==> src/sv/gpa_cipher_keystream_core_macros.svh <==
// Assertion macros for the GPA keystream core.
// Uses clk_i and rst_ni of the including module; no other dependencies.
`ifndef GPA_CIPHER_KEYSTREAM_CORE_MACROS_SVH
`define GPA_CIPHER_KEYSTREAM_CORE_MACROS_SVH

// Same-cycle implication, checked out of reset.
`define GPA_ASSERT_SAME(lbl, ante, cons, msg) \
  lbl: assert property (@(posedge clk_i) disable iff (!rst_ni) (ante) |-> (cons)) \
    else $error(msg);

// Next-cycle implication, checked out of reset.
`define GPA_ASSERT_NEXT(lbl, ante, cons, msg) \
  lbl: assert property (@(posedge clk_i) disable iff (!rst_ni) (ante) |=> (cons)) \
    else $error(msg);

`endif

==> src/sv/gpa_ks_pkg.sv <==
// Shared types and constants of the GPA keystream core.
// No dependencies; used by the interfaces, controller, datapath and top level.
package gpa_ks_pkg;

  localparam int unsigned RW = 5;   // R cell width
  localparam int unsigned SW = 7;   // S cell width
  localparam int unsigned TW = 5;   // T cell width
  localparam int unsigned RN = 7;   // R cell count
  localparam int unsigned SN = 7;   // S cell count
  localparam int unsigned TN = 5;   // T cell count
  localparam int unsigned CNT_W = 4;

  typedef enum logic {
    CMD_CLOCK = 1'b0,
    CMD_CLEAR = 1'b1
  } gpa_cmd_e;

  typedef enum logic {
    ST_IDLE = 1'b0,
    ST_RUN  = 1'b1
  } gpa_state_e;

  // Commands from the controller to the datapath.
  typedef struct packed {
    logic load;      // latch the data byte of a clock beat
    logic clear;     // zero all cipher state
    logic step;      // apply one cipher step
    logic res_load;  // capture the output byte as the result
  } dp_cmd_t;

endpackage

==> src/sv/gpa_ks_if.sv <==
// Handshake channels of the GPA keystream core: command input and result output.
// Depends on gpa_ks_pkg for field widths.
interface gpa_ks_in_if;
  logic                            valid;
  logic                            ready;
  logic                            command;
  logic [7:0]                      data_in;
  logic [gpa_ks_pkg::CNT_W-1:0]    repeat_count;

  modport source (output valid, command, data_in, repeat_count, input ready);
  modport sink   (input valid, command, data_in, repeat_count, output ready);
endinterface

interface gpa_ks_out_if;
  logic       valid;
  logic       ready;
  logic [7:0] ks_byte;

  modport source (output valid, ks_byte, input ready);
  modport sink   (input valid, ks_byte, output ready);
endinterface

==> src/sv/gpa_ks_ctrl.sv <==
// Controller of the GPA keystream core: step sequencing and both handshakes.
// Depends on gpa_ks_pkg.
module gpa_ks_ctrl (
  input  logic                          clk_i,
  input  logic                          rst_ni,
  input  logic                          in_valid_i,
  input  logic                          in_command_i,
  input  logic [gpa_ks_pkg::CNT_W-1:0]  in_count_i,
  output logic                          in_ready_o,
  output logic                          out_valid_o,
  input  logic                          out_ready_i,
  output gpa_ks_pkg::dp_cmd_t           cmd_o
);

  gpa_ks_pkg::gpa_state_e          state_q, state_d;
  logic [gpa_ks_pkg::CNT_W-1:0]    cnt_q, cnt_d;
  logic                            ovalid_q, ovalid_d;
  logic                            accept;

  always_ff @(posedge clk_i or negedge rst_ni) begin
    if (!rst_ni) begin
      state_q  <= gpa_ks_pkg::ST_IDLE;
      cnt_q    <= '0;
      ovalid_q <= 1'b0;
    end else begin
      state_q  <= state_d;
      cnt_q    <= cnt_d;
      ovalid_q <= ovalid_d;
    end
  end

  assign in_ready_o  = (state_q == gpa_ks_pkg::ST_IDLE);
  assign out_valid_o = ovalid_q;
  assign accept      = in_valid_i && in_ready_o;

  always_comb begin
    state_d  = state_q;
    cnt_d    = cnt_q;
    ovalid_d = ovalid_q && !out_ready_i;
    cmd_o    = '0;
    unique case (state_q)
      gpa_ks_pkg::ST_IDLE: begin
        if (accept) begin
          state_d = gpa_ks_pkg::ST_RUN;
          if (in_command_i == gpa_ks_pkg::CMD_CLEAR) begin
            cmd_o.clear = 1'b1;
            cnt_d       = '0;
          end else begin
            cmd_o.load = 1'b1;
            cnt_d      = in_count_i;
          end
        end
      end
      gpa_ks_pkg::ST_RUN: begin
        if (cnt_q != '0) begin
          cmd_o.step = 1'b1;
          cnt_d      = cnt_q - 1'b1;
        end else if (!ovalid_q || out_ready_i) begin
          // Result slot is free (or drains this cycle): publish and finish.
          cmd_o.res_load = 1'b1;
          ovalid_d       = 1'b1;
          state_d        = gpa_ks_pkg::ST_IDLE;
        end
      end
      default: state_d = gpa_ks_pkg::ST_IDLE;
    endcase
  end

endmodule

==> src/sv/gpa_ks_dp.sv <==
// Datapath of the GPA keystream core: the R, S and T shift registers,
// the output byte and the result register. Depends on gpa_ks_pkg.
module gpa_ks_dp (
  input  logic                 clk_i,
  input  logic                 rst_ni,
  input  gpa_ks_pkg::dp_cmd_t  cmd_i,
  input  logic [7:0]           data_in_i,
  output logic [7:0]           ks_byte_o
);

  localparam int unsigned RW = gpa_ks_pkg::RW;
  localparam int unsigned SW = gpa_ks_pkg::SW;
  localparam int unsigned TW = gpa_ks_pkg::TW;
  localparam int unsigned RN = gpa_ks_pkg::RN;
  localparam int unsigned SN = gpa_ks_pkg::SN;
  localparam int unsigned TN = gpa_ks_pkg::TN;

  logic [RW-1:0] r_q [RN];
  logic [RW-1:0] r_d [RN];
  logic [SW-1:0] s_q [SN];
  logic [SW-1:0] s_d [SN];
  logic [TW-1:0] t_q [TN];
  logic [TW-1:0] t_d [TN];
  logic [7:0]    ob_q, ob_d;
  logic [7:0]    din_q;
  logic [7:0]    res_q;

  logic [7:0]    mix;
  logic [RW-1:0] ri, r_rot, r_head;
  logic [SW-1:0] si, s_rot, s_head;
  logic [TW-1:0] ti, t_head;
  logic [3:0]    nib;

  // End-around-carry addition modulo 31 on 5-bit operands.
  function automatic logic [4:0] add31(logic [4:0] a, logic [4:0] b);
    logic [5:0] sum;
    sum = {1'b0, a} + {1'b0, b};
    if (sum > 6'd31) sum = sum - 6'd31;
    return sum[4:0];
  endfunction

  // End-around-carry addition modulo 127 on 7-bit operands.
  function automatic logic [6:0] add127(logic [6:0] a, logic [6:0] b);
    logic [7:0] sum;
    sum = {1'b0, a} + {1'b0, b};
    if (sum > 8'd127) sum = sum - 8'd127;
    return sum[6:0];
  endfunction

  always_comb begin
    mix    = din_q ^ ob_q;
    ri     = mix[4:0];
    si     = {mix[3:0], mix[7:5]};
    ti     = mix[7:3];

    r_rot  = {r_q[6][3:0], r_q[6][4]};
    r_head = add31(r_q[3], r_rot);
    s_rot  = {s_q[6][5:0], s_q[6][6]};
    s_head = add127(s_q[5], s_rot);
    t_head = add31(t_q[4], t_q[2]);

    r_d[6] = r_q[5];
    r_d[5] = r_q[4];
    r_d[4] = r_q[3];
    r_d[3] = r_q[2] ^ ri;
    r_d[2] = r_q[1];
    r_d[1] = r_q[0];
    r_d[0] = r_head;

    s_d[6] = s_q[5];
    s_d[5] = s_q[4] ^ si;
    s_d[4] = s_q[3];
    s_d[3] = s_q[2];
    s_d[2] = s_q[1];
    s_d[1] = s_q[0];
    s_d[0] = s_head;

    t_d[4] = t_q[3];
    t_d[3] = t_q[2];
    t_d[2] = t_q[1] ^ ti;
    t_d[1] = t_q[0];
    t_d[0] = t_head;

    // Output multiplexer on the new cell values: S selects between R and T.
    nib  = (~s_head[3:0] & (r_head[3:0] ^ r_q[3][3:0])) |
           ( s_head[3:0] & (t_head[3:0] ^ t_q[2][3:0]));
    ob_d = {ob_q[3:0], nib};
  end

  always_ff @(posedge clk_i or negedge rst_ni) begin
    if (!rst_ni) begin
      r_q  <= '{default: '0};
      s_q  <= '{default: '0};
      t_q  <= '{default: '0};
      ob_q <= '0;
    end else if (cmd_i.clear) begin
      r_q  <= '{default: '0};
      s_q  <= '{default: '0};
      t_q  <= '{default: '0};
      ob_q <= '0;
    end else if (cmd_i.step) begin
      r_q  <= r_d;
      s_q  <= s_d;
      t_q  <= t_d;
      ob_q <= ob_d;
    end
  end

  always_ff @(posedge clk_i) begin
    if (cmd_i.load) begin
      din_q <= data_in_i;
    end
    if (cmd_i.res_load) begin
      res_q <= ob_q;
    end
  end

  assign ks_byte_o = res_q;

endmodule

==> src/sv/gpa_cipher_keystream_core.sv <==
// GPA keystream core: a user takes one command beat on in_i and gets exactly
// one result beat on out_o. A clock beat (command 0) XORs data_in with the
// running output byte, injects it into the three nonlinear shift registers
// R, S and T, and applies repeat_count cipher steps with the same data byte;
// each step shifts one nibble into the output byte. A clear beat (command 1)
// zeroes all cipher state and reports zero. The result beat carries the
// output byte as it stands after the command. The command is latched at the
// accepting edge itself; the cipher steps then run one after another, since
// each one feeds its output byte back into the next injection, and after the
// last step the output byte moves into the result register. The core takes
// its next command from the same cycle in which the result beat is offered.
// The result register parts the two channels, so a new command is accepted
// while an earlier result still waits to be taken; the core only holds its
// final cycle when that register is still occupied. Depends on gpa_ks_pkg,
// the channel interfaces, the controller and the datapath.
`include "gpa_cipher_keystream_core_macros.svh"

module gpa_cipher_keystream_core (
  input  logic          clk_i,
  input  logic          rst_ni,
  gpa_ks_in_if.sink     in_i,
  gpa_ks_out_if.source  out_o
);

  // Command bundle from the controller to the datapath.
  gpa_ks_pkg::dp_cmd_t dp_cmd;

  // The controller owns both handshakes and counts the cipher steps.
  gpa_ks_ctrl u_ctrl (
    .clk_i        (clk_i),
    .rst_ni       (rst_ni),
    .in_valid_i   (in_i.valid),
    .in_command_i (in_i.command),
    .in_count_i   (in_i.repeat_count),
    .in_ready_o   (in_i.ready),
    .out_valid_o  (out_o.valid),
    .out_ready_i  (out_o.ready),
    .cmd_o        (dp_cmd)
  );

  // The datapath holds the cipher state and the result register.
  gpa_ks_dp u_dp (
    .clk_i     (clk_i),
    .rst_ni    (rst_ni),
    .cmd_i     (dp_cmd),
    .data_in_i (in_i.data_in),
    .ks_byte_o (out_o.ks_byte)
  );

  // Once a beat is accepted the core is busy in the cycle after it.
  `GPA_ASSERT_NEXT(a_busy_after_accept, in_i.valid && in_i.ready, !in_i.ready, "ready after accept")
  // A pending result is never overwritten before it is taken.
  `GPA_ASSERT_SAME(a_no_res_overwrite, dp_cmd.res_load, !out_o.valid || out_o.ready, "result overwritten")
  // Stepping and publishing a result only happen while the core is busy.
  `GPA_ASSERT_SAME(a_step_only_busy, dp_cmd.step || dp_cmd.res_load, !in_i.ready, "step while idle")

endmodule

==> src/flat_wrapper.sv <==
// flat-port wrapper written by rule: the top's interface ports become plain ports
module gpa_cipher_keystream_core_flat 
  (clk_i, rst_ni, in_i_valid, in_i_command, in_i_data_in, in_i_repeat_count, in_i_ready, out_o_valid, out_o_ks_byte, out_o_ready);
  gpa_ks_in_if in_i_i ();
  gpa_ks_out_if out_o_i ();
  input  logic clk_i;
  input  logic rst_ni;
  input wire logic [$bits(in_i_i.valid)-1:0] in_i_valid;
  input wire logic [$bits(in_i_i.command)-1:0] in_i_command;
  input wire logic [$bits(in_i_i.data_in)-1:0] in_i_data_in;
  input wire logic [$bits(in_i_i.repeat_count)-1:0] in_i_repeat_count;
  output wire logic [$bits(in_i_i.ready)-1:0] in_i_ready;
  output wire logic [$bits(out_o_i.valid)-1:0] out_o_valid;
  output wire logic [$bits(out_o_i.ks_byte)-1:0] out_o_ks_byte;
  input wire logic [$bits(out_o_i.ready)-1:0] out_o_ready;
  assign in_i_i.valid = in_i_valid;
  assign in_i_i.command = in_i_command;
  assign in_i_i.data_in = in_i_data_in;
  assign in_i_i.repeat_count = in_i_repeat_count;
  assign in_i_ready = in_i_i.ready;
  assign out_o_valid = out_o_i.valid;
  assign out_o_ks_byte = out_o_i.ks_byte;
  assign out_o_i.ready = out_o_ready;
  gpa_cipher_keystream_core u_core (.clk_i(clk_i), .rst_ni(rst_ni), .in_i(in_i_i), .out_o(out_o_i));
endmodule
==> config.mk <==
export PLATFORM = sky130hd
export DESIGN_NAME = gpa_cipher_keystream_core_flat
export DESIGN_NICKNAME = d
export VERILOG_FILES = /design/src/sv/gpa_ks_pkg.sv /design/src/sv/gpa_ks_if.sv /design/src/sv/gpa_ks_ctrl.sv /design/src/sv/gpa_ks_dp.sv /design/src/sv/gpa_cipher_keystream_core.sv /design/src/flat_wrapper.sv
export VERILOG_INCLUDE_DIRS = /design/src /design/src/sv
export SDC_FILE = /design/constraint.sdc
export NUM_CORES = 1
export LEC_CHECK = 0
export CAP_MARGIN = 20
export CORE_MARGIN = 3
export CORE_UTILIZATION = 40
export CTS_CLUSTER_SIZE = 20
export DETAILED_ROUTE_END_ITERATION = 10
export DONT_BUFFER_PORTS = 1
export HOLD_SLACK_MARGIN = 0.06
export PLACE_DENSITY = 0.56
export SYNTH_ARGS = -nofsm -noshare
export SYNTH_HDL_FRONTEND = slang
export SYNTH_SLANG_ARGS = --single-unit
==> constraint.sdc <==
create_clock -name clk_i -period 2 [get_ports clk_i]
set_clock_uncertainty 0.1 [all_clocks]
set_input_delay 0.2 -clock clk_i [delete_from_list [all_inputs] [get_ports clk_i]]
set_output_delay 0.2 -clock clk_i [all_outputs]
set_load 0.02 [all_outputs]
== After elaboration in Yosys (flattened, before gate mapping) ==
Index checks and enable logic that the tools add are counted.

* $add $sub $neg: 7
* Magnitude comparators: 3
* Eq/ne operators: 2
* Mux-type cells: 30
* Bitwise gates (word level): 11
* Reduce and logical (&&, ||, !) cells: 8

{| class="wikitable"
|+ Operators by type and width
! kind !! number
|-
| $mux 49 || 2
|-
| $mux 35 || 2
|-
| $mux 25 || 2
|-
| $mux 8 || 2
|-
| $add 5x5->6 || 2
|-
| $gt 6x5->1 const B || 2
|-
| $mux 4 || 3
|-
| $mux 1 || 11
|-
| $mux 5 || 2
|-
| $sub 5x5->5 const B || 2
|-
| $xor 5x5->5 || 2
|-
| $add 7x7->8 || 1
|-
| $and 4x4->4 || 2
|-
| $gt 8x7->1 const B || 1
|-
| $pmux 4 s2 || 1
|-
| $xor 4x4->4 || 2
|-
| $xor 8x8->8 || 1
|-
| $mux 7 || 1
|-
| $sub 7x7->7 const B || 1
|-
| $xor 7x7->7 || 1
|-
| $mux 2 || 3
|-
| $ne 2x1->1 const B || 2
|-
| $not 4->4 || 1
|-
| $or 4x4->4 || 1
|-
| 9 further kinds || 11
|}

* Register bits after elaboration: 139
* Bits of input ports: 17
* Output and inout bits: 10

== Longest topological paths before layout ==
Gate-level depths: netlist of run 1.

* Depth in word-level cells: 8
* Gate-level depth with buffers: 10

== By module ==
Synthesis of run 1 repeated with hierarchy kept, for this count alone.

* Cells, all modules: 634
* Area total of the unflattened synthesis: 7,018.0 um^2

{| class="wikitable"
|+ By module, submodules not included
! module !! times used !! cells each !! area an instance (um^2) !! seq. area each (um^2)
|-
| gpa_ks_dp || 1 || 594 || 6,653.9 || 3,408.3
|-
| gpa_ks_ctrl || 1 || 40 || 364.1 || 150.1
|}

== Least setup slack after synthesis of run 1 ==
No wires, ideal clock.

* Path type: reg-to-reg
* From: reg u_core.u_dp.r_q, in the netlist u_core.u_dp.r_d[10]
* To: reg u_core.u_dp.ob_q[3]
* Setup time: 0.083 ns
* Data arrival time: 2.029 ns
* Setup slack: -0.211 ns
* Cell stages (with the launch flop): 11
* Period minus slack after synthesis: 2.211 ns
* Cells stage by stage: dfrtp_1 ha_1 inv_1 fa_1 xnor2_1 nand3_1 a21oi_1 xnor2_1 xnor2_1 mux2i_1 o21ai_0

* Word-level cells in the longest chain between the ends: 8
* Elaborated cells between the ends (all ways): 9
* Classes of those cells: add/sub: 2; order compare: 1; mux: 3; bitwise: 3

{| class="wikitable"
|+ RTL lines
! element !! line !! RTL
|-
| from (decl) || gpa_ks_dp.sv:18 || <nowiki>logic [RW-1:0] r_q [RN];</nowiki>
|-
| from (signal assigned) || gpa_ks_dp.sv:102 || <nowiki>r_q <= r_d;</nowiki>
|-
| $add 5x5->6 * || gpa_ks_dp.sv:37 || <nowiki>sum = {1'b0, a} + {1'b0, b};</nowiki>
|-
| $sub 5x5->5 or $gt 6x5->1 (tied branches) || gpa_ks_dp.sv:38 || <nowiki>if (sum > 6'd31) sum = sum - 6'd31;</nowiki>
|-
| $mux 5 * || gpa_ks_dp.sv:38 ||
|-
| $xor 4x4->4 * || gpa_ks_dp.sv:85 || <nowiki>nib = (~s_head[3:0] & (r_head[3:0] ^ r_q[3][3:0])) |</nowiki>
|-
| $and 4x4->4 * || gpa_ks_dp.sv:85 ||
|-
| $or 4x4->4 * || gpa_ks_dp.sv:85 ||
|-
| $mux 8 * || gpa_ks_dp.sv:101 || <nowiki>end else if (cmd_i.step) begin</nowiki>
|-
| $mux 8 * || gpa_ks_dp.sv:96 || <nowiki>end else if (cmd_i.clear) begin</nowiki>
|-
| to (signal assigned) || gpa_ks_dp.sv:95 || <nowiki>ob_q <= '0;</nowiki>
|-
| to (signal assigned) || gpa_ks_dp.sv:100 || <nowiki>ob_q <= '0;</nowiki>
|-
| to (signal assigned) || gpa_ks_dp.sv:105 || <nowiki>ob_q <= ob_d;</nowiki>
|-
| to (decl) || gpa_ks_dp.sv:24 || <nowiki>logic [7:0] ob_q, ob_d;</nowiki>
|}

Every way passes the cells marked *; elsewhere a longest branch is shown, timed or not. The select of a mux whose other input is x is not followed.
A chain may end at the register's enable or synchronous reset.

== Worst setup path in the final report of run 1 ==
* From: reg u_core.u_dp.s_q[6] (netlist bit)
* To: reg u_core.u_dp.s_q, in the netlist u_core.u_dp.s_d[41]

* Word-level cells in the longest chain between the ends: 5
* Elaborated cells between the ends (all ways): 6
* Classes of those cells: add/sub: 2; order compare: 1; mux: 3

{| class="wikitable"
|+ RTL lines
! element !! line !! RTL
|-
| from (decl) || gpa_ks_dp.sv:20 || <nowiki>logic [SW-1:0] s_q [SN];</nowiki>
|-
| from (signal assigned) || gpa_ks_dp.sv:93 || <nowiki>s_q <= '{default: '0};</nowiki>
|-
| from (signal assigned) || gpa_ks_dp.sv:98 || <nowiki>s_q <= '{default: '0};</nowiki>
|-
| from (signal assigned) || gpa_ks_dp.sv:103 || <nowiki>s_q <= s_d;</nowiki>
|-
| $add 7x7->8 * || gpa_ks_dp.sv:45 || <nowiki>sum = {1'b0, a} + {1'b0, b};</nowiki>
|-
| $sub 7x7->7 or $gt 8x7->1 (tied branches) || gpa_ks_dp.sv:46 || <nowiki>if (sum > 8'd127) sum = sum - 8'd127;</nowiki>
|-
| $mux 7 * || gpa_ks_dp.sv:46 ||
|-
| $mux 49 * || gpa_ks_dp.sv:101 ||
|-
| $mux 49 * || gpa_ks_dp.sv:96 ||
|}

Marked as above.

==> results.yml, run 1 <==
status:
  status: "finished with violations"
  violations: "hold timing, setup timing"
place:
  portBuffers: 0
  dp_hpwl_mm: 8.10
  dp_cells: 734
  globalplace.congestion: 0.846
  pre_cts_ws_ns: -0.370
synthesis:
  netlist_area_mm2: 0.00617
  yosys_register_bits: 139
  synthMuxAreaShare_pct: 1.13
  synth_xor_area_share_pct: 8.02
  syn_inst: 508
  yosys.area_share.adder_pct: 5.23
  yosysWarnings: 0
  synth.yosys.seq_area_share_pct: 57.6
  synth_top_family_by_area: "compound AO/OA/AOI/OAI gates"
  synth_nets: 549
  synth_compound_area_share_pct: 19.4
  synth_cell_types: 43
  yosys.area_share.simple_pct: 6.02
  avgSynthCellArea_um2: 12.2
die:
  die-width_um: 130
  die_area_mm2: 0.0170
  core_area_mm2: 0.0148
  io_pins: 27
  rows: 44
  initial_core_util_pct: 41.7
  die_h_um: 130
sta:
  period_needed_ns: 2.27
  setup_viol: 15
  fin_crit_sh_pct: 114
  hold_viol_final: 123
  worst_pin_slew_ns: 0.611
  timing.fmax_mhz: 440
  setup_slack_ns: -0.272
  whs_ns: -0.625
  rsz0062_at_grt: "true"
  final.setup.tns_ns: -2.07
  timing.slew.headroom_pct: 59.0
  drv_slew: 0
clock_network:
  cts_tree: "yes"
  clockBufferDepth: 2
  cts_buffers: 17
  path_clk_slew_ns: 0.06
  cts_hold_buf: 16
  htree_levels: 4
  clk_latency_ns: 0.42
  cts-root-buf: "clkbuf_16"
  cts_sinks: 139
grt:
  grt_util_met2_pct: 26.0
  met3_usage_pct: 4.87
  antenna_found_initial: 0
  grt_pass1_vias: 4385
  grt_pass1_wl_mm: 22.5
  grt_remaining_overflow: 0
  grt_max_degree: 124
  gr-usage-met1_pct: 23.0
  top_usage_layer: "met2"
  gr-usage-all-layers_pct: 17.0
critical_path:
  cp-end-kind: "register"
  critPathTopFamily: "simple AND/OR/NAND/NOR gates"
  path_common_cell: "o21ai_2"
  worstPathRequired_ns: 2.21
  startpoint_type: "register"
  timing.rr.start: "u_core.u_dp.s_q[6]"
  startpoint: "u_core.u_dp.s_q[6]"
  worstPathCellList: "ha_2 > inv_2 > fa_2 > nor2b_1 > o21a_1 > o21ai_2 > or4b_4 > o311ai_2 > xnor2_1 > o21ai_2"
  crit_path_max_fanout: 2
  arrival_ns: 2.48
  crit_type: "register to register"
  path_buf_inv: 1
  rrSetupSlack_ns: -0.27
  critPathSlowestCell: "or4b_4"
  slowest_delay_ns: 0.48
final_layout:
  fin_cells: 796
  final_common_cell: "dfrtp_1"
  fill_cells: 1212
  antenna_cells: 0
  final_cell_mix: "dfrtp_1, a22o_1, buf_4, nand2_1, o21ai_0"
  nNetsFinal: 640
  area_growth_pct: 29.9
  drive_above_1_share_pct: 26.5
  utilization_pct: 54.1
routing:
  drt-vias-per-instance: 5.34
  drt_iter0_drc: 267
  routedWlPerCell_um: 16.7
  vias: 4247
  drc: 0
  wl_mm: 13.3
  firstDrtPassIters: 4
  ant_nets: 0
min_path:
  min_path_type: "input port to asynchronous set/reset pin"
run:
  max_cap_viol_count: 0
## metrics by stage
| step | hold WS, ns | cell area (µm²) |
|---|---|---|
| 2_1_floorplan | -0.196 | 6210 |
| 3_3_place_gp | -0.186 | 6900 |
| 3_5_place_dp | -0.186 | 6900 |
| 5_1_grt | -0.645 | 8020 |
| 4_1_cts | -0.638 | 7890 |
| 6_report | -0.625 | 8020 |
## what timing repair did
action,in CTS,in global routing
setup endpoints to repair,96,29
pin swaps,11,12
buffers inserted,5,10
endpoints found under the hold margin,137,123
resized for setup,29,17
gates cloned,0,0
## sequential cells by signal, summed over array words and instances, names as in the netlist
register	cells
u_core.u_dp.ob_q	8
u_core.u_ctrl.out_valid_o	1
u_core.u_dp.ks_byte_o	8
u_core.u_dp.t_d	15
u_core.u_dp.s_q	14
u_core.u_dp.r_d	25
u_core.u_dp.t_q	10
u_core.u_dp.s_d	35
u_core.u_dp.r_q	10
u_core.u_ctrl.state_q	1
u_core.u_dp.din_q	8
u_core.u_ctrl.cnt_q	4
## cell usage after synthesis
cell type	n	area share, %
xnor3_1	1	0.36
nor3_1	3	0.24
a211oi_2	1	0.20
dfrtp_1	123	50
edfxtp_1	16	7.8
nor2_1	8	0.49
and2_1	1	0.10
fa_1	3	0.97
a21o_1	8	0.97
a21boi_0	1	0.12
a31oi_1	2	0.20
nor2_2	1	0.10
nand3b_1	1	0.12
o21ai_0	40	3.2
inv_1	14	0.85
and3_1	3	0.30
nor4_2	1	0.20
xnor2_1	26	3.7
o21bai_1	1	0.12
a21oi_1	16	1.3
nand2_1	45	2.7
or3_2	1	0.12
o21ai_2	2	0.28
o21a_1	1	0.12
mux2i_1	7	1.1
or3_1	1	0.10
xor2_1	28	4.0
nand2b_1	2	0.20
o311ai_1	1	0.14
a311oi_1	4	0.57
buf_2	5	0.41
or4b_1	1	0.16
a31oi_4	1	0.34
nor2b_1	3	0.30
clkbuf_1	21	1.3
a22o_1	81	11
nand3_1	4	0.32
ha_1	21	4.3
o22ai_1	1	0.10
or2_2	1	0.10
clkinv_1	1	0.061
nand4_1	4	0.41
o21ai_1	2	0.16
## routing by layer
metal	wire [µm]	vias up
li1	-	2020
met1	6200	2143
met2	6290	62
met3	536	22
met4	242	0
met5	0	-
## worst paths after layout
kind / endpoint / cells past startpoint
max: u_core.u_dp.s_d[41] / 10
min: u_core.u_dp.r_d[1] / 0
max reg2reg: u_core.u_dp.s_d[41] / 10
min reg2reg: u_core.u_dp.s_d[40] / 2
max in group asynchronous: u_core.u_dp.t_d[3] / 0
min in group clk_i: u_core.u_ctrl.cnt_q[3] / 3
## logic make-up after synthesis
family                   Yosys count
multiplexers                       7
flip-flops                       139
XOR/XNOR                          55
AND/OR/NAND/NOR                   80
buffers and inverters             41
adder cells (fa/ha/maj)           24
AO/OA/AOI/OAI                    162
## layout make-up
class / instances / area, µm² / share of cell area, %
well taps: 184 / 230 / 2.87
clock buffers: 22 / 495 / 6.18
multi-input cells: 328 / 2680 / 33.4
inverters: 15 / 56.3 / 0.702
clock inverters: 10 / 160 / 2.00
flip-flops and latches: 139 / 3560 / 44.4
repair buffers: 98 / 840 / 10.5
Power of run 1 is not shown: default switching activity piles up to over one toggle a cycle in this logic, so the estimate is an artifact.
==> run 2, diff against run 1 <==
--- a/config.mk
+++ b/config.mk
@@ -9,6 +9,7 @@
 export CAP_MARGIN = 20
 export CORE_MARGIN = 3
 export CORE_UTILIZATION = 40
+export CTS_BUF_LIST = sky130_fd_sc_hd__clkbuf_4 sky130_fd_sc_hd__clkbuf_8
 export CTS_CLUSTER_SIZE = 20
 export DETAILED_ROUTE_END_ITERATION = 10
 export DONT_BUFFER_PORTS = 1
==> run 2 against run 1 <==
The flow still finishes with violations (hold timing, setup timing). Worst setup slack got worse by 0.016 ns. Via count rose by 0.68%. Design area fell by 0.90%. Utilization fell by 0.49 points. Flip-flop and latch count did not move. Die area did not move. Non-clock buffer count rose by 5. Final cell count rose by 0.63%. Sequential share of layout area rose by 0.41 points. First-iteration DRC count rose by 0.75%. Hold slack got worse by 0.017 ns. Global-route usage barely moved.
==> results.yml, run 2 (synthesized netlist as in run 1, its figures left out) <==
die:
  die-width_um: 130
  initial_core_util_pct: 41.7
  io_pins: 27
  rows: 44
  die_h_um: 130
  core_area_mm2: 0.0148
  die_area_mm2: 0.0170
critical_path:
  crit_path_max_fanout: 3
  arrival_ns: 2.54
  crit_type: "register to register"
  timing.rr.start: "u_core.u_dp.t_q[0]"
  critPathSlowestCell: "fa_2"
  startpoint: "u_core.u_dp.t_q[0]"
  rrSetupSlack_ns: -0.29
  path_common_cell: "o21ai_0"
  worstPathCellList: "ha_2 > fa_2 > ha_4 > o21ai_0 > xor2_1 > xnor2_1 > mux2i_1 > o21ai_0"
  worstPathRequired_ns: 2.25
  startpoint_type: "register"
  r2r_end: "u_core.u_dp.ob_q[2]"
  cp-end-kind: "register"
  r2r_cells: 8
  slowest_delay_ns: 0.59
clock_network:
  clk_latency_ns: 0.44
  cts-root-buf: "clkbuf_8"
  cts_sinks: 139
  clockBufferDepth: 2
  path_clk_slew_ns: 0.07
  cts_hold_buf: 18
  htree_levels: 4
  cts_buffers: 17
  cts_tree: "yes"
final_layout:
  antenna_cells: 0
  final_common_cell: "dfrtp_1"
  drive_above_1_share_pct: 27.9
  fill_cells: 1217
  final_cell_mix: "dfrtp_1, a22o_1, buf_4, nand2_1, o21ai_0"
  post-route-cell-area_mm2: 0.00795
  area_growth_pct: 28.7
  largest_register_ffs: 35
  nNetsFinal: 645
grt:
  grt_pass1_wl_mm: 22.6
  grt_util_met2_pct: 25.8
  grt_max_degree: 124
  gr-usage-all-layers_pct: 17.1
  top_usage_layer: "met2"
  antenna_found_initial: 0
  grt_pass1_vias: 4472
  met3_usage_pct: 5.36
  gr-usage-met1_pct: 23.1
  grt_remaining_overflow: 0
sta:
  whs_ns: -0.643
  period_needed_ns: 2.29
  rsz0062_at_grt: "true"
  drv_slew: 0
  hold_viol_final: 123
  setup_slack_ns: -0.288
  final.setup.tns_ns: -2.12
  worst_pin_slew_ns: 0.577
  timing.fmax_mhz: 437
  timing.slew.headroom_pct: 61.3
  fin_crit_sh_pct: 114
  setup_viol: 14
place:
  globalplace.congestion: 0.846
  dp_hpwl_mm: 8.10
  dpl-instance-area_mm2: 0.00690
  pre_cts_ws_ns: -0.370
  portBuffers: 0
routing:
  routedWlPerCell_um: 16.6
  drt-vias-per-instance: 5.34
  drt_iter0_drc: 269
  drc: 0
  wl_mm: 13.3
  ant_nets: 0
  vias: 4276
  firstDrtPassIters: 4
status:
  status: "finished with violations"
  violations: "hold timing, setup timing"
run:
  max_cap_viol_count: 0
min_path:
  min_path_type: "input port to asynchronous set/reset pin"
[run 2: cell types whose count changed in the layout (fill, tap and decap cells not counted), sizes merged]
cell         before  now
clkbuf           23   22
dlygate4sd3      16   18
bufinv            4    5
buf              81   84
[run 2: layer usage]
| layer | wire length, µm | up-vias |
|---|---|---|
| li1 | - | 2028 |
| met1 | 6240 | 2156 |
| met2 | 6310 | 82 |
| met3 | 612 | 10 |
| met4 | 163 | 0 |
| met5 | 0 | - |
[run 2: worst max path at each step]
| stage | to | slack (ns) | cells after the start |
|---|---|---|---|
| after floorplan | u_core.u_dp.s_d[41] | -0.14 | 10 |
| after global placement | u_core.u_dp.ob_q[3] | -0.28 | 9 |
| after detailed placement | u_core.u_dp.ob_q[2] | -0.37 | 9 |
| after CTS | u_core.u_dp.ob_q[3] | -0.25 | 9 |
| after global routing | u_core.u_dp.ob_q[2] | -0.44 | 8 |
| final | u_core.u_dp.ob_q[2] | -0.29 | 8 |
[run 2: cell type report]
type	count	area (µm²)	area share (%)
clock buffer	21	283	3.56
clock inverter	11	190	2.39
inverter	15	56.3	0.709
multi-input combinational	328	2740	34.4
sequential	139	3560	44.8
tap	184	230	2.90
timing repair buffer	103	893	11.2
[run 2: critical path: cells and delay by family (launching register included)]
family                     cells  cell delay [ns]
DFF                            1             0.39
AOI/OAI and AO/OA              2             0.28
xor gates and xnor gates       2             0.40
muxes                          1             0.09
adders and majority gates      3             0.96
[run 2: what timing repair did]
action                                  CTS  global route
pin swaps                                17            20
gates resized for setup                  41            22
buffers inserted                         12             7
endpoints found under the setup margin   96            41
endpoints found under the hold margin   137           123
[run 2: per-stage QoR]
step,cells,utilization (%)
floorplan,508,-
global placement,734,46.6
detailed placement,734,46.6
CTS,795,52.8
global route,801,53.7
finish,801,53.7
Power of run 2 is left out for the same reason.
==> run 3, diff against run 2 <==
--- a/config.mk
+++ b/config.mk
@@ -6,6 +6,7 @@
 export SDC_FILE = /design/constraint.sdc
 export NUM_CORES = 1
 export LEC_CHECK = 0
+export ABC_AREA = 1
 export CAP_MARGIN = 20
 export CORE_MARGIN = 3
 export CORE_UTILIZATION = 40
==> run 3 against run 2 <==
The flow still finishes with violations (hold timing, setup timing). Routed wire length grew 13%. Sequential share of layout area shrank 1.5 points. Area after synthesis grew 4.6%. Global-route usage grew 0.18 points. Die area grew 4.4%. Flip-flop and latch count is the same. Register-to-register slack gained 0.18 ns. Synthesized cell count grew 33%. Via count grew 13%. First-iteration DRC count grew 7.1%. Critical endpoint is now u_core.u_dp.ob_q[3].
==> results.yml, run 3 <==
clock_network:
  path_clk_slew_ns: 0.08
  cts_buffers: 17
  cts_tree: "yes"
  htree_levels: 4
  clockBufferDepth: 2
  cts_sinks: 139
  cts-root-buf: "clkbuf_8"
  clk_latency_ns: 0.44
  cts_hold_buf: 18
sta:
  whs_ns: -0.640
  period_needed_ns: 2.11
  timing.fmax_mhz: 474
  timing.slew.headroom_pct: 61.7
  setup_viol: 7
  hold_viol_final: 123
  final.setup.tns_ns: -0.297
  worst_pin_slew_ns: 0.571
  fin_crit_sh_pct: 105
  drv_slew: 0
  rsz0062_at_grt: "true"
  setup_slack_ns: -0.110
final_layout:
  regArea_mm2: 0.00356
  post-route-cell-area_mm2: 0.00822
  fill_cells: 1356
  fin_cells: 983
  largest_register_ffs: 35
  utilization_pct: 53.1
  final_common_cell: "dfrtp_1"
  nNetsFinal: 800
  area_growth_pct: 27.2
  antenna_cells: 0
  drive_above_1_share_pct: 24.9
  multi_input_area_mm2: 0.00281
  final_cell_mix: "dfrtp_1, nand2_1, inv_1, o22ai_1, buf_4"
routing:
  drc: 0
  routedWlPerCell_um: 15.3
  wl_mm: 15.0
  drt-vias-per-instance: 4.93
  ant_nets: 0
  vias: 4844
  drt_iter0_drc: 288
  firstDrtPassIters: 4
die:
  rows: 45
  initial_core_util_pct: 41.7
  io_pins: 27
  die-width_um: 133
  die_h_um: 133
  core_area_mm2: 0.0155
  die_area_mm2: 0.0177
grt:
  grt_remaining_overflow: 0
  grt_pass1_vias: 4962
  gr-usage-all-layers_pct: 17.3
  antenna_found_initial: 0
  grt_max_degree: 124
  grt_pass1_wl_mm: 24.4
synthesis:
  yosys_register_bits: 139
  synth_cell_types: 34
  yosys-top-cells-count: "nand2_1, dfrtp_1, inv_1"
  synthArstFlopShare_pct: 88.5
  synth_edf_count: 16
  synth_ff_type: "dfrtp_1"
  yosysMostFrequentCell: "nand2_1"
  syn_inst: 678
  synth_area_leaders: "dfrtp_1, edfxtp_1, nand2_1"
  synth_nets: 719
  avgSynthCellArea_um2: 9.53
  synth_top_cell_area_share_pct: 47.6
  synth.yosys.seq_area_share_pct: 55.1
  yosysWarnings: 0
  synth.largest_area_cell: "dfrtp_1"
  netlist_area_mm2: 0.00646
place:
  dpl-instance-area_mm2: 0.00703
  dp_cells: 918
  portBuffers: 0
  dp_hpwl_mm: 9.49
  globalplace.congestion: 0.875
status:
  violations: "hold timing, setup timing"
  status: "finished with violations"
critical_path:
  path_buf_inv: 1
  critPathSlowestCell: "fa_2"
  crit_path_max_fanout: 3
  cp-end-kind: "register"
  worstPathCellList: "ha_4 > fa_2 > inv_2 > nor2_4 > nand3_1 > nand2_1 > nand2_2 > nand2_1 > nand3_1 > nand3_1 > nand2_1"
  arrival_ns: 2.34
  crit_type: "register to register"
  worstPathRequired_ns: 2.23
  slowest_delay_ns: 0.62
  startpoint_type: "register"
  critPathTopFamily: "adder cells"
min_path:
  min_path_type: "input port to asynchronous set/reset pin"
run:
  max_cap_viol_count: 0
-- run 3: changes by cell type after synthesis, moves of 5 or more --
cell      change
mux2i_1       -7
nand2_1      +81
buf_2         +7
nor2_1        +8
o22ai_1      +70
clkbuf_1     -15
inv_1       +103
a21oi_1       -6
a21o_1        -8
a22o_1       -77
nand3_1      +27
buf_6         +5
xnor2_1      -13
-- run 3: cells by family after synthesis --
kind of cell             synth area share, %
buffers and inverters                   9.24
AO/OA/AOI/OAI                           12.7
flip-flops                              55.1
adder cells (fa/ha/maj)                 5.00
AND/OR/NAND/NOR                         13.0
XOR/XNOR                                5.02
-- run 3: through the flow --
step                      hold slack [ns]  setup WS (ns)
after floorplan                    -0.196        -0.0105
after CTS                          -0.679        -0.0889
after global placement             -0.188         -0.128
after detailed placement           -0.187         -0.172
final                              -0.640         -0.110
after global routing               -0.695         -0.194
-- run 3: layout make-up --
| type | instances | area share, % |
|---|---|---|
| repair buffers | 86 | 9.44 |
| clock inverters | 11 | 1.19 |
| well taps | 211 | 3.21 |
| flip-flops and latches | 139 | 43.3 |
| inverters | 120 | 5.51 |
| clock buffers | 21 | 3.21 |
| multi-input cells | 395 | 34.1 |
-- run 3: path summary, 6_finish.rpt --
| check | slack [ns] | start | cells past startpoint | to |
|---|---|---|---|---|
| hold / removal | -0.64 | rst_ni | 0 | u_core.u_dp.r_d[8] |
| min in group clk_i | 0.18 | in_i_command | 3 | u_core.u_ctrl.cnt_q[2] |
| hold reg to reg | 0.40 | u_core.u_dp.ob_q[5] | 0 | u_core.u_dp.ks_byte_o[5] |
| max in group asynchronous | 2.29 | rst_ni | 0 | u_core.u_dp.t_d[5] |
| setup / recovery | -0.11 | u_core.u_dp.t_q[0] | 11 | u_core.u_dp.ob_q[3] |
| setup reg to reg | -0.11 | u_core.u_dp.t_q[0] | 11 | u_core.u_dp.ob_q[3] |
-- run 3: layer usage --
metal	GRT usage, %	wire length [µm]	share of wire, %
met5	0	0	0
met4	6.80	358	2.4
met3	4.53	393	2.6
met2	27.1	7120	47
met1	23.0	7170	48
-- run 3: repair_timing --
action,in CTS,in global routing
endpoints found under the hold margin,145,123
setup buffers,3,12
gates cloned,0,1
endpoints found under the setup margin,16,111
resized for setup,31,74
pin swaps,19,29
Power of run 3 is left out for the same reason.
